**config.mk**
```make
export PLATFORM = sky130hd
export DESIGN_NAME = rle_image_packet_decoder_unit
export DESIGN_NICKNAME = d
export VERILOG_FILES = /design/src/sv/rleipd_pkg.sv /design/src/sv/rleipd_front.sv /design/src/sv/rleipd_queue.sv /design/src/sv/rleipd_back.sv /design/src/sv/rle_image_packet_decoder_unit.sv
export VERILOG_INCLUDE_DIRS = /design/src /design/src/sv
export SDC_FILE = /design/constraint.sdc
export NUM_CORES = 1
export LEC_CHECK = 0
export ABC_AREA = 1
export BUFFER_PORTS_ARGS = -buffer_cell sky130_fd_sc_hd__buf_2
export CAP_MARGIN = 5
export CORE_MARGIN = 1
export CORE_UTILIZATION = 55
export CTS_CLUSTER_DIAMETER = 200
export DETAILED_ROUTE_END_ITERATION = 8
export PLACE_DENSITY = 0.74
export SETUP_SLACK_MARGIN = 0.5
export SLEW_MARGIN = 40
export SYNTH_ARGS = -nofsm -noshare
export SYNTH_HDL_FRONTEND = slang
export SYNTH_SLANG_ARGS = --single-unit
```
**constraint.sdc**
```tcl
create_clock -name clk -period 6.3 [get_ports clk]
set_input_delay 0.315 -clock clk [delete_from_list [all_inputs] [get_ports clk]]
set_output_delay 0.315 -clock clk [all_outputs]
set_load 0.01 [all_outputs]
```
**src/sv/assert_macros.svh**
```systemverilog
// Assertion macros used by the top level of the RLE packet decoder.
`ifndef ASSERT_MACROS_SVH
`define ASSERT_MACROS_SVH

// Checks that the consequent holds in the same cycle as the antecedent.
`define RLE_ASSERT(label, ante, cons, msg) \
  label: assert property (@(posedge clk) disable iff (!rst_n) (ante) |-> (cons)) \
    else $error(msg);

// Checks that the consequent holds in the cycle after the antecedent.
`define RLE_ASSERT_NEXT(label, ante, cons, msg) \
  label: assert property (@(posedge clk) disable iff (!rst_n) (ante) |=> (cons)) \
    else $error(msg);

`endif

```
**src/sv/rleipd_pkg.sv**
```systemverilog
// Types and constants shared by the RLE packet decoder modules.
`default_nettype none

package rleipd_pkg;

  localparam logic [2:0] MAX_BPP   = 3'd4;
  localparam logic [2:0] RESET_BPP = 3'd3;

  localparam int unsigned CFG_IDX_W = 2;
  localparam logic [CFG_IDX_W-1:0] CFG_BPP    = 2'd0;
  localparam logic [CFG_IDX_W-1:0] CFG_WIDTH  = 2'd1;
  localparam logic [CFG_IDX_W-1:0] CFG_HEIGHT = 2'd2;

  localparam int unsigned Q_DEPTH = 2;
  localparam int unsigned Q_PTR_W = (Q_DEPTH > 1) ? $clog2(Q_DEPTH) : 1;
  localparam int unsigned Q_CNT_W = $clog2(Q_DEPTH + 1);

  typedef struct packed {
    logic [31:0] pixel_value;
    logic [7:0]  repeat_count;
    logic        image_last;
  } rec_t;

  typedef struct packed {
    logic full;
    logic empty;
  } q_stat_t;

endpackage

`default_nettype wire

```
**src/sv/rleipd_front.sv**
```systemverilog
// Front end: configuration registers, header parsing, pixel assembly and run counting.
`default_nettype none

module rleipd_front (
  input  logic                                clk,
  input  logic                                rst_n,
  input  logic                                in_valid,
  output logic                                in_ready,
  input  logic [7:0]                          in_byte,
  input  logic                                cfg_valid,
  output logic                                cfg_ready,
  input  logic [rleipd_pkg::CFG_IDX_W-1:0]    cfg_index,
  input  logic [15:0]                         cfg_data,
  input  rleipd_pkg::q_stat_t                 q_stat,
  output logic                                q_push,
  output rleipd_pkg::rec_t                    q_rec
);

  logic [2:0]  bpp_r, bpp_nxt;
  logic [15:0] width_r, width_nxt;
  logic [15:0] height_r, height_nxt;
  logic [31:0] total_r, total_nxt;
  logic        await_r, await_nxt;
  logic        repeat_r, repeat_nxt;
  logic [7:0]  pkt_left_r, pkt_left_nxt;
  logic [1:0]  pos_r, pos_nxt;
  logic [23:0] acc_r, acc_nxt;
  logic [31:0] img_left_r, img_left_nxt;

  logic        accept;
  logic        cfg_write;
  logic [2:0]  eff_size;
  logic [31:0] img_base;
  logic [7:0]  run;
  logic [7:0]  run_clip;
  logic [31:0] pix_value;
  logic [7:0]  count;
  logic [31:0] img_after;
  logic [7:0]  pkt_after;
  logic [15:0] mul_a;
  logic [15:0] mul_b;
  logic [31:0] product;

  assign in_ready  = !q_stat.full;
  assign cfg_ready = 1'b1;
  assign accept    = in_valid && in_ready;
  assign cfg_write = cfg_valid && cfg_ready;

  assign mul_a   = (cfg_index == rleipd_pkg::CFG_WIDTH) ? cfg_data : width_r;
  assign mul_b   = (cfg_index == rleipd_pkg::CFG_HEIGHT) ? cfg_data : height_r;
  assign product = {16'd0, mul_a} * {16'd0, mul_b};

  always_comb begin
    if (bpp_r == 3'd0) begin
      eff_size = 3'd1;
    end else if (bpp_r > rleipd_pkg::MAX_BPP) begin
      eff_size = rleipd_pkg::MAX_BPP;
    end else begin
      eff_size = bpp_r;
    end
  end

  assign img_base  = (img_left_r == 32'd0) ? total_r : img_left_r;
  assign run       = {1'b0, in_byte[6:0]} + 8'd1;
  assign run_clip  = ({24'd0, run} > img_base) ? img_base[7:0] : run;
  assign pix_value = {8'd0, acc_r} | ({24'd0, in_byte} << {pos_r, 3'b000});
  assign count     = repeat_r ? pkt_left_r : 8'd1;
  assign img_after = img_left_r - {24'd0, count};
  assign pkt_after = repeat_r ? 8'd0 :
                     ((pkt_left_r != 8'd0) ? pkt_left_r - 8'd1 : 8'd0);

  always_comb begin
    bpp_nxt      = bpp_r;
    width_nxt    = width_r;
    height_nxt   = height_r;
    total_nxt    = total_r;
    await_nxt    = await_r;
    repeat_nxt   = repeat_r;
    pkt_left_nxt = pkt_left_r;
    pos_nxt      = pos_r;
    acc_nxt      = acc_r;
    img_left_nxt = img_left_r;
    q_push       = 1'b0;
    q_rec.pixel_value  = pix_value;
    q_rec.repeat_count = count;
    q_rec.image_last   = (img_after == 32'd0);

    if (cfg_write) begin
      case (cfg_index)
        rleipd_pkg::CFG_BPP: begin
          bpp_nxt = cfg_data[2:0];
        end
        rleipd_pkg::CFG_WIDTH: begin
          width_nxt = cfg_data;
          total_nxt = product;
        end
        rleipd_pkg::CFG_HEIGHT: begin
          height_nxt = cfg_data;
          total_nxt  = product;
        end
        default: begin
        end
      endcase
    end

    if (accept) begin
      if (await_r) begin
        // An empty image leaves the header byte without effect.
        if (img_base != 32'd0) begin
          img_left_nxt = img_base;
          pkt_left_nxt = run_clip;
          repeat_nxt   = in_byte[7];
          await_nxt    = 1'b0;
          pos_nxt      = 2'd0;
          acc_nxt      = 24'd0;
        end
      end else if (({1'b0, pos_r} + 3'd1) < eff_size) begin
        case (pos_r)
          2'd0:    acc_nxt[7:0]   = in_byte;
          2'd1:    acc_nxt[15:8]  = in_byte;
          2'd2:    acc_nxt[23:16] = in_byte;
          default: acc_nxt        = acc_r;
        endcase
        pos_nxt = pos_r + 2'd1;
      end else begin
        pos_nxt      = 2'd0;
        acc_nxt      = 24'd0;
        pkt_left_nxt = pkt_after;
        img_left_nxt = img_after;
        await_nxt    = (pkt_after == 8'd0) || (img_after == 32'd0);
        q_push       = 1'b1;
      end
    end
  end

  always_ff @(posedge clk) begin
    if (!rst_n) begin
      bpp_r      <= rleipd_pkg::RESET_BPP;
      width_r    <= 16'd0;
      height_r   <= 16'd0;
      total_r    <= 32'd0;
      await_r    <= 1'b1;
      repeat_r   <= 1'b0;
      pkt_left_r <= 8'd0;
      pos_r      <= 2'd0;
      acc_r      <= 24'd0;
      img_left_r <= 32'd0;
    end else begin
      bpp_r      <= bpp_nxt;
      width_r    <= width_nxt;
      height_r   <= height_nxt;
      total_r    <= total_nxt;
      await_r    <= await_nxt;
      repeat_r   <= repeat_nxt;
      pkt_left_r <= pkt_left_nxt;
      pos_r      <= pos_nxt;
      acc_r      <= acc_nxt;
      img_left_r <= img_left_nxt;
    end
  end

endmodule

`default_nettype wire

```
**src/sv/rleipd_queue.sv**
```systemverilog
// Small result queue between the front end and the output stage.
`default_nettype none

module rleipd_queue (
  input  logic                clk,
  input  logic                rst_n,
  input  logic                push,
  input  rleipd_pkg::rec_t    push_rec,
  input  logic                pop,
  output rleipd_pkg::rec_t    pop_rec,
  output rleipd_pkg::q_stat_t stat
);

  localparam int unsigned PW = rleipd_pkg::Q_PTR_W;
  localparam int unsigned CW = rleipd_pkg::Q_CNT_W;
  localparam logic [PW-1:0] LAST_PTR = PW'(rleipd_pkg::Q_DEPTH - 1);
  localparam logic [CW-1:0] FULL_CNT = CW'(rleipd_pkg::Q_DEPTH);

  rleipd_pkg::rec_t mem_r [rleipd_pkg::Q_DEPTH];
  logic [PW-1:0] wr_ptr_r, wr_ptr_nxt;
  logic [PW-1:0] rd_ptr_r, rd_ptr_nxt;
  logic [CW-1:0] cnt_r, cnt_nxt;
  logic          do_push;
  logic          do_pop;

  assign stat.full  = (cnt_r == FULL_CNT);
  assign stat.empty = (cnt_r == '0);
  assign do_push    = push && !stat.full;
  assign do_pop     = pop && !stat.empty;
  assign pop_rec    = mem_r[rd_ptr_r];

  always_comb begin
    wr_ptr_nxt = wr_ptr_r;
    rd_ptr_nxt = rd_ptr_r;
    if (do_push) begin
      wr_ptr_nxt = (wr_ptr_r == LAST_PTR) ? '0 : wr_ptr_r + PW'(1);
    end
    if (do_pop) begin
      rd_ptr_nxt = (rd_ptr_r == LAST_PTR) ? '0 : rd_ptr_r + PW'(1);
    end
    case ({do_push, do_pop})
      2'b10:   cnt_nxt = cnt_r + CW'(1);
      2'b01:   cnt_nxt = cnt_r - CW'(1);
      default: cnt_nxt = cnt_r;
    endcase
  end

  always_ff @(posedge clk) begin
    if (do_push) begin
      mem_r[wr_ptr_r] <= push_rec;
    end
  end

  always_ff @(posedge clk) begin
    if (!rst_n) begin
      wr_ptr_r <= '0;
      rd_ptr_r <= '0;
      cnt_r    <= '0;
    end else begin
      wr_ptr_r <= wr_ptr_nxt;
      rd_ptr_r <= rd_ptr_nxt;
      cnt_r    <= cnt_nxt;
    end
  end

endmodule

`default_nettype wire

```
**src/sv/rleipd_back.sv**
```systemverilog
// Back end: output register that drains the result queue onto the result channel.
`default_nettype none

module rleipd_back (
  input  logic                clk,
  input  logic                rst_n,
  input  rleipd_pkg::q_stat_t q_stat,
  input  rleipd_pkg::rec_t    q_rec,
  output logic                q_pop,
  output logic                out_valid,
  input  logic                out_ready,
  output logic [31:0]         out_pixel_value,
  output logic [7:0]          out_repeat_count,
  output logic                out_image_last
);

  logic             valid_r, valid_nxt;
  rleipd_pkg::rec_t rec_r;

  assign q_pop     = !q_stat.empty && (!valid_r || out_ready);
  assign valid_nxt = q_pop ? 1'b1 : (out_ready ? 1'b0 : valid_r);

  assign out_valid        = valid_r;
  assign out_pixel_value  = rec_r.pixel_value;
  assign out_repeat_count = rec_r.repeat_count;
  assign out_image_last   = rec_r.image_last;

  always_ff @(posedge clk) begin
    if (q_pop) begin
      rec_r <= q_rec;
    end
  end

  always_ff @(posedge clk) begin
    if (!rst_n) begin
      valid_r <= 1'b0;
    end else begin
      valid_r <= valid_nxt;
    end
  end

endmodule

`default_nettype wire

```
**src/sv/rle_image_packet_decoder_unit.sv**
```systemverilog
// Top level of the RLE image packet decoder: front end, result queue and output stage.
// One request is accepted per cycle; the pixel byte that completes a result writes it into
// the queue, and the output register then loads it when empty or being drained.
// Header bytes and non-final pixel bytes produce no result. Input stalls only when the
// two-entry queue is full, which needs out_ready low while the output register is occupied.
// Synchronous active-low reset clears control state; pixel size resets to three bytes.
`default_nettype none

module rle_image_packet_decoder_unit (
  input  logic                             clk,
  input  logic                             rst_n,
  input  logic                             in_valid,
  output logic                             in_ready,
  input  logic [7:0]                       in_byte,
  output logic                             out_valid,
  input  logic                             out_ready,
  output logic [31:0]                      out_pixel_value,
  output logic [7:0]                       out_repeat_count,
  output logic                             out_image_last,
  input  logic                             cfg_valid,
  output logic                             cfg_ready,
  input  logic [rleipd_pkg::CFG_IDX_W-1:0] cfg_index,
  input  logic [15:0]                      cfg_data
);

`include "assert_macros.svh"

  rleipd_pkg::q_stat_t q_stat;
  rleipd_pkg::rec_t    q_push_rec;
  rleipd_pkg::rec_t    q_pop_rec;
  logic                q_push;
  logic                q_pop;
  logic                push_count_ok;

  assign push_count_ok = (q_push_rec.repeat_count != 8'd0) &&
                         (q_push_rec.repeat_count <= 8'd128);

  rleipd_front u_front (
    .clk       (clk),
    .rst_n     (rst_n),
    .in_valid  (in_valid),
    .in_ready  (in_ready),
    .in_byte   (in_byte),
    .cfg_valid (cfg_valid),
    .cfg_ready (cfg_ready),
    .cfg_index (cfg_index),
    .cfg_data  (cfg_data),
    .q_stat    (q_stat),
    .q_push    (q_push),
    .q_rec     (q_push_rec)
  );

  rleipd_queue u_queue (
    .clk      (clk),
    .rst_n    (rst_n),
    .push     (q_push),
    .push_rec (q_push_rec),
    .pop      (q_pop),
    .pop_rec  (q_pop_rec),
    .stat     (q_stat)
  );

  rleipd_back u_back (
    .clk              (clk),
    .rst_n            (rst_n),
    .q_stat           (q_stat),
    .q_rec            (q_pop_rec),
    .q_pop            (q_pop),
    .out_valid        (out_valid),
    .out_ready        (out_ready),
    .out_pixel_value  (out_pixel_value),
    .out_repeat_count (out_repeat_count),
    .out_image_last   (out_image_last)
  );

  `RLE_ASSERT(a_push_not_full, q_push, !q_stat.full, "result pushed into a full queue")
  `RLE_ASSERT(a_pop_not_empty, q_pop, !q_stat.empty, "result taken from an empty queue")
  `RLE_ASSERT(a_count_range, q_push, push_count_ok, "repeat count out of range")
  `RLE_ASSERT_NEXT(a_pop_loads_output, q_pop, out_valid, "taken result not presented")

endmodule

`default_nettype wire
```
==> impl_metrics.csv <==
group,metric,value,unit
outcome,status,"finished, final reports clean",
timing,period_minus_slack,5640,ps
logic_synthesis,ys_types,48,
routing,wl,56900,um
routing,routed_via_density,5.34,
logic_synthesis,synth-async-reset-ratio,0,
critical_path,cp_max_fo,6,
critical_path,cp.required,6750,ps
min_path,hold_class,"in2reg",
global_routing,grt_pass1_vias,18500,
global_routing,grt-ovfl-total,0,
min_path,holdPathStages,3,
clock_network,tritoncts,"built",
placed_design,io_buffers,73,
timing,finalSetupViolations,0,
min_path,min-delay-start,"cfg_data[0]",
cells_and_area,drive_above_1_share,0.149,
timing,rsz0062_at_grt,"true",
min_path,worstHoldEndpoint,"u_front.bpp_r[0]",
critical_path,crit_path_cell_trace,"inv_1 > o21ai_1 > buf_4 > clkinvlp_4 > nor2_4 > fa_1 > inv_1 > fa_1 > fa_2 > inv_1 > fa_2 > fa_1 > inv_1 > fa_1 > inv_2 > ha_4 > nand2_1 > o21ai_0 > a21oi_1 > nand2_2 > a31oi_1 > xor2_1 > o21ai_0 > inv_1",
logic_synthesis,synth_common_cells,"nand2_1 (708), inv_1 (488), nor2_1 (364)",
critical_path,rr_endpoint,"u_front.total_r[28]",
routing,drc_errors,0,
clock_network,clock-sinks,263,
logic_synthesis,post-synth-top-count-cell,"nand2_1",
routing,avgRoutedWirePerCell,16.2,um
timing,tightestPinTransition,826,ps
logic_synthesis,synth_ff_type,"dfxtp_1",
clock_network,clkLatencyLatePin,560,ps
logic_synthesis,yosysTopAreaCell,"fa_1",
timing,drv_slew,0,
clock_network,htree_levels,1,
cells_and_area,area_delta_synth_final,17.1,%
logic_synthesis,syn_area_per_cell,7.68,um^2
routing,vias,18700,
global_routing,grt_antenna_before_repair,0,
logic_synthesis,synth_edf_count,123,
routing,drtPass1Iterations,5,
timing,relSlewSlack,0.450,
timing,clock.fmax,0.177,GHz
cells_and_area,instances_no_fill,3507,
logic_synthesis,synth_area_leaders,"fa_1 (18%), edfxtp_1 (17%), dfxtp_1 (13%)",
floorplan,start_util,0.564,
floorplan,die_height,200,um
logic_synthesis,ys_ff_latch,263,
critical_path,crit_top_cell,"inv_1",
global_routing,grt_pass1_wl,91000,um
logic_synthesis,synth_cells,2795,
logic_synthesis,syn_area,0.0215,mm^2
floorplan,io-pin-count,75,
critical_path,worstSetupStartpoint,"u_front.width_r[8]",
global_routing,grt_max_degree,74,
critical_path,cp-start-kind,"flip-flop",
power_and_ir_drop,peakVddDrop,0.428,mV
logic_synthesis,ys.warnings.count,0,
floorplan,die-area,0.0398,mm^2
logic_synthesis,synthesis.nets,3154,
critical_path,worstRegToRegCells,24,
clock_network,cts_buffers,27,
critical_path,crit_type,"reg2reg",
routing,drt_iter0_markers,1369,
timing,fin_setup_tns,0,ps
floorplan,fp-row-count,71,
logic_synthesis,synth_top_area_frac,0.182,
critical_path,worst-path-buf-inv,8,
power_and_ir_drop,p_total,12.4,mW
placed_design,place_ws,-116,ps
placed_design,hpwl,42900,um
timing,setup_ws,662,ps
critical_path,r2r_start,"u_front.width_r[8]",
clock_network,clk_pin_slew,60,ps
critical_path,crit_family,"adder cells",
critical_path,cp_slowest_stage_delay,560,ps
timing,fin_crit_sh,0.895,
critical_path,worstPathArrival,6090,ps
floorplan,core-area,0.0380,mm^2
critical_path,cp_slowest_cell,"fa_2",
timing,finalHoldViolations,0,
routing,antenna_left,0,
power_and_ir_drop,p_leak,12.4,nW
placed_design,placed_cells,3423,
clock_network,root_buffer,"clkbuf_16",
cells_and_area,fin_nets,3334,
power_and_ir_drop,p_per_area,496,mW/mm^2
cells_and_area,final_core_util,0.661,
floorplan,fp.dieW,200,um
timing,finClkSkew,16.1,ps
clock_network,cts_buffer_depth,3,
logic_synthesis,ys_seq_area_frac,0.303,
critical_path,r2r_setup_slack,660,ps
job,cap_viol_max_count,0,
placed_design,gp_congestion,0.950,
critical_path,critPathCaptureType,"flip-flop",
cells_and_area,diodes,0,
global_routing,grtUsageTotal,0.291,
## per-stage QoR
step	instance area, um^2	hold WS [ps]
CTS	24300	43.4
global placement	23200	464
detailed placement	23300	465
floorplan	21600	428
finish	25100	51.0
global route	25100	54.6
## cell type report
class / count / area [um^2]
clock buffer: 34 / 722
clock inverter: 16 / 203
fill: 3192 / 12900
inverter: 497 / 1880
multi-input combinational: 1937 / 13200
sequential: 263 / 6500
tap: 511 / 639
timing repair buffer: 249 / 1960
## tightest hold or removal path, stage by stage
cell     delay, ps
buf_2          130
nand2_1         60
nand3_1         60
## worst max-delay path by stage
stage | endpoint | slack [ps] | cells past startpoint
global placement | u_front.total_r[31] | -5 | 28
floorplan | u_front.total_r[27] | 500 | 27
global route | u_front.total_r[30] | 380 | 26
detailed placement | u_front.total_r[31] | -120 | 28
finish | u_front.total_r[28] | 660 | 24
CTS | u_front.total_r[28] | 520 | 28
## sequential cells by signal (all words and copies together), names as in the netlist, 3 cells and up
name and count:
u_back.out_pixel_value 32, u_front.total_r 32, u_front.pkt_left_r 8, u_front.img_left_r 32, u_front.width_r 16, u_front.bpp_r 3
u_queue.mem_r 82, u_front.height_r 16, u_front.acc_r 24, u_back.out_repeat_count 8
## power breakdown
part,total (mW),switching (mW),internal [mW]
Sequential,2.57,0.257,2.31
Combinational,8.20,5.40,2.80
Clock,1.68,0.695,0.984
## layer usage
metal	share of wire	vias up	routed length (um)	track usage
met5	0	-	0	0
met1	0.41	8923	23200	0.359
li1	-	9004	-	-
met2	0.50	645	28200	0.517
met3	0.063	142	3580	0.0388
met4	0.034	0	1960	0.103
## cell usage in the layout, fill, tap and decap left out, types with 89 or more instances in the layout
master | Yosys | final
a21oi_1 | 121 | 106
buf_4 | 2 | 148
dfxtp_1 | 140 | 138
edfxtp_1 | 123 | 123
fa_1 | 195 | 187
ha_1 | 133 | 118
inv_1 | 488 | 462
nand2_1 | 708 | 700
nand3_1 | 89 | 89
nor2_1 | 364 | 341
o21ai_0 | 175 | 152
## logic make-up (layout without fill, tap and decap cells)
family	after synthesis	after routing	synth area share
buffers and inverters	595	796	0.107
XOR/XNOR	45	45	0.0184
AND/OR/NAND/NOR	1226	1226	0.230
adder cells (fa/ha/maj)	328	328	0.260
AO/OA/AOI/OAI	336	336	0.0817
other	1	1	0.000175
multiplexers	1	1	0.000467
flip-flops	263	263	0.303
## repair_timing
item / in CTS / in global routing
endpoints found under the setup margin: 2 / 19
hold buffers: 0 / 0
resized for setup: 2 / 153
pin swaps: 0 / 47
cloned: 0 / 2
setup buffers: 0 / 31
No activity file was read; power rests on OpenSTA's default activity.
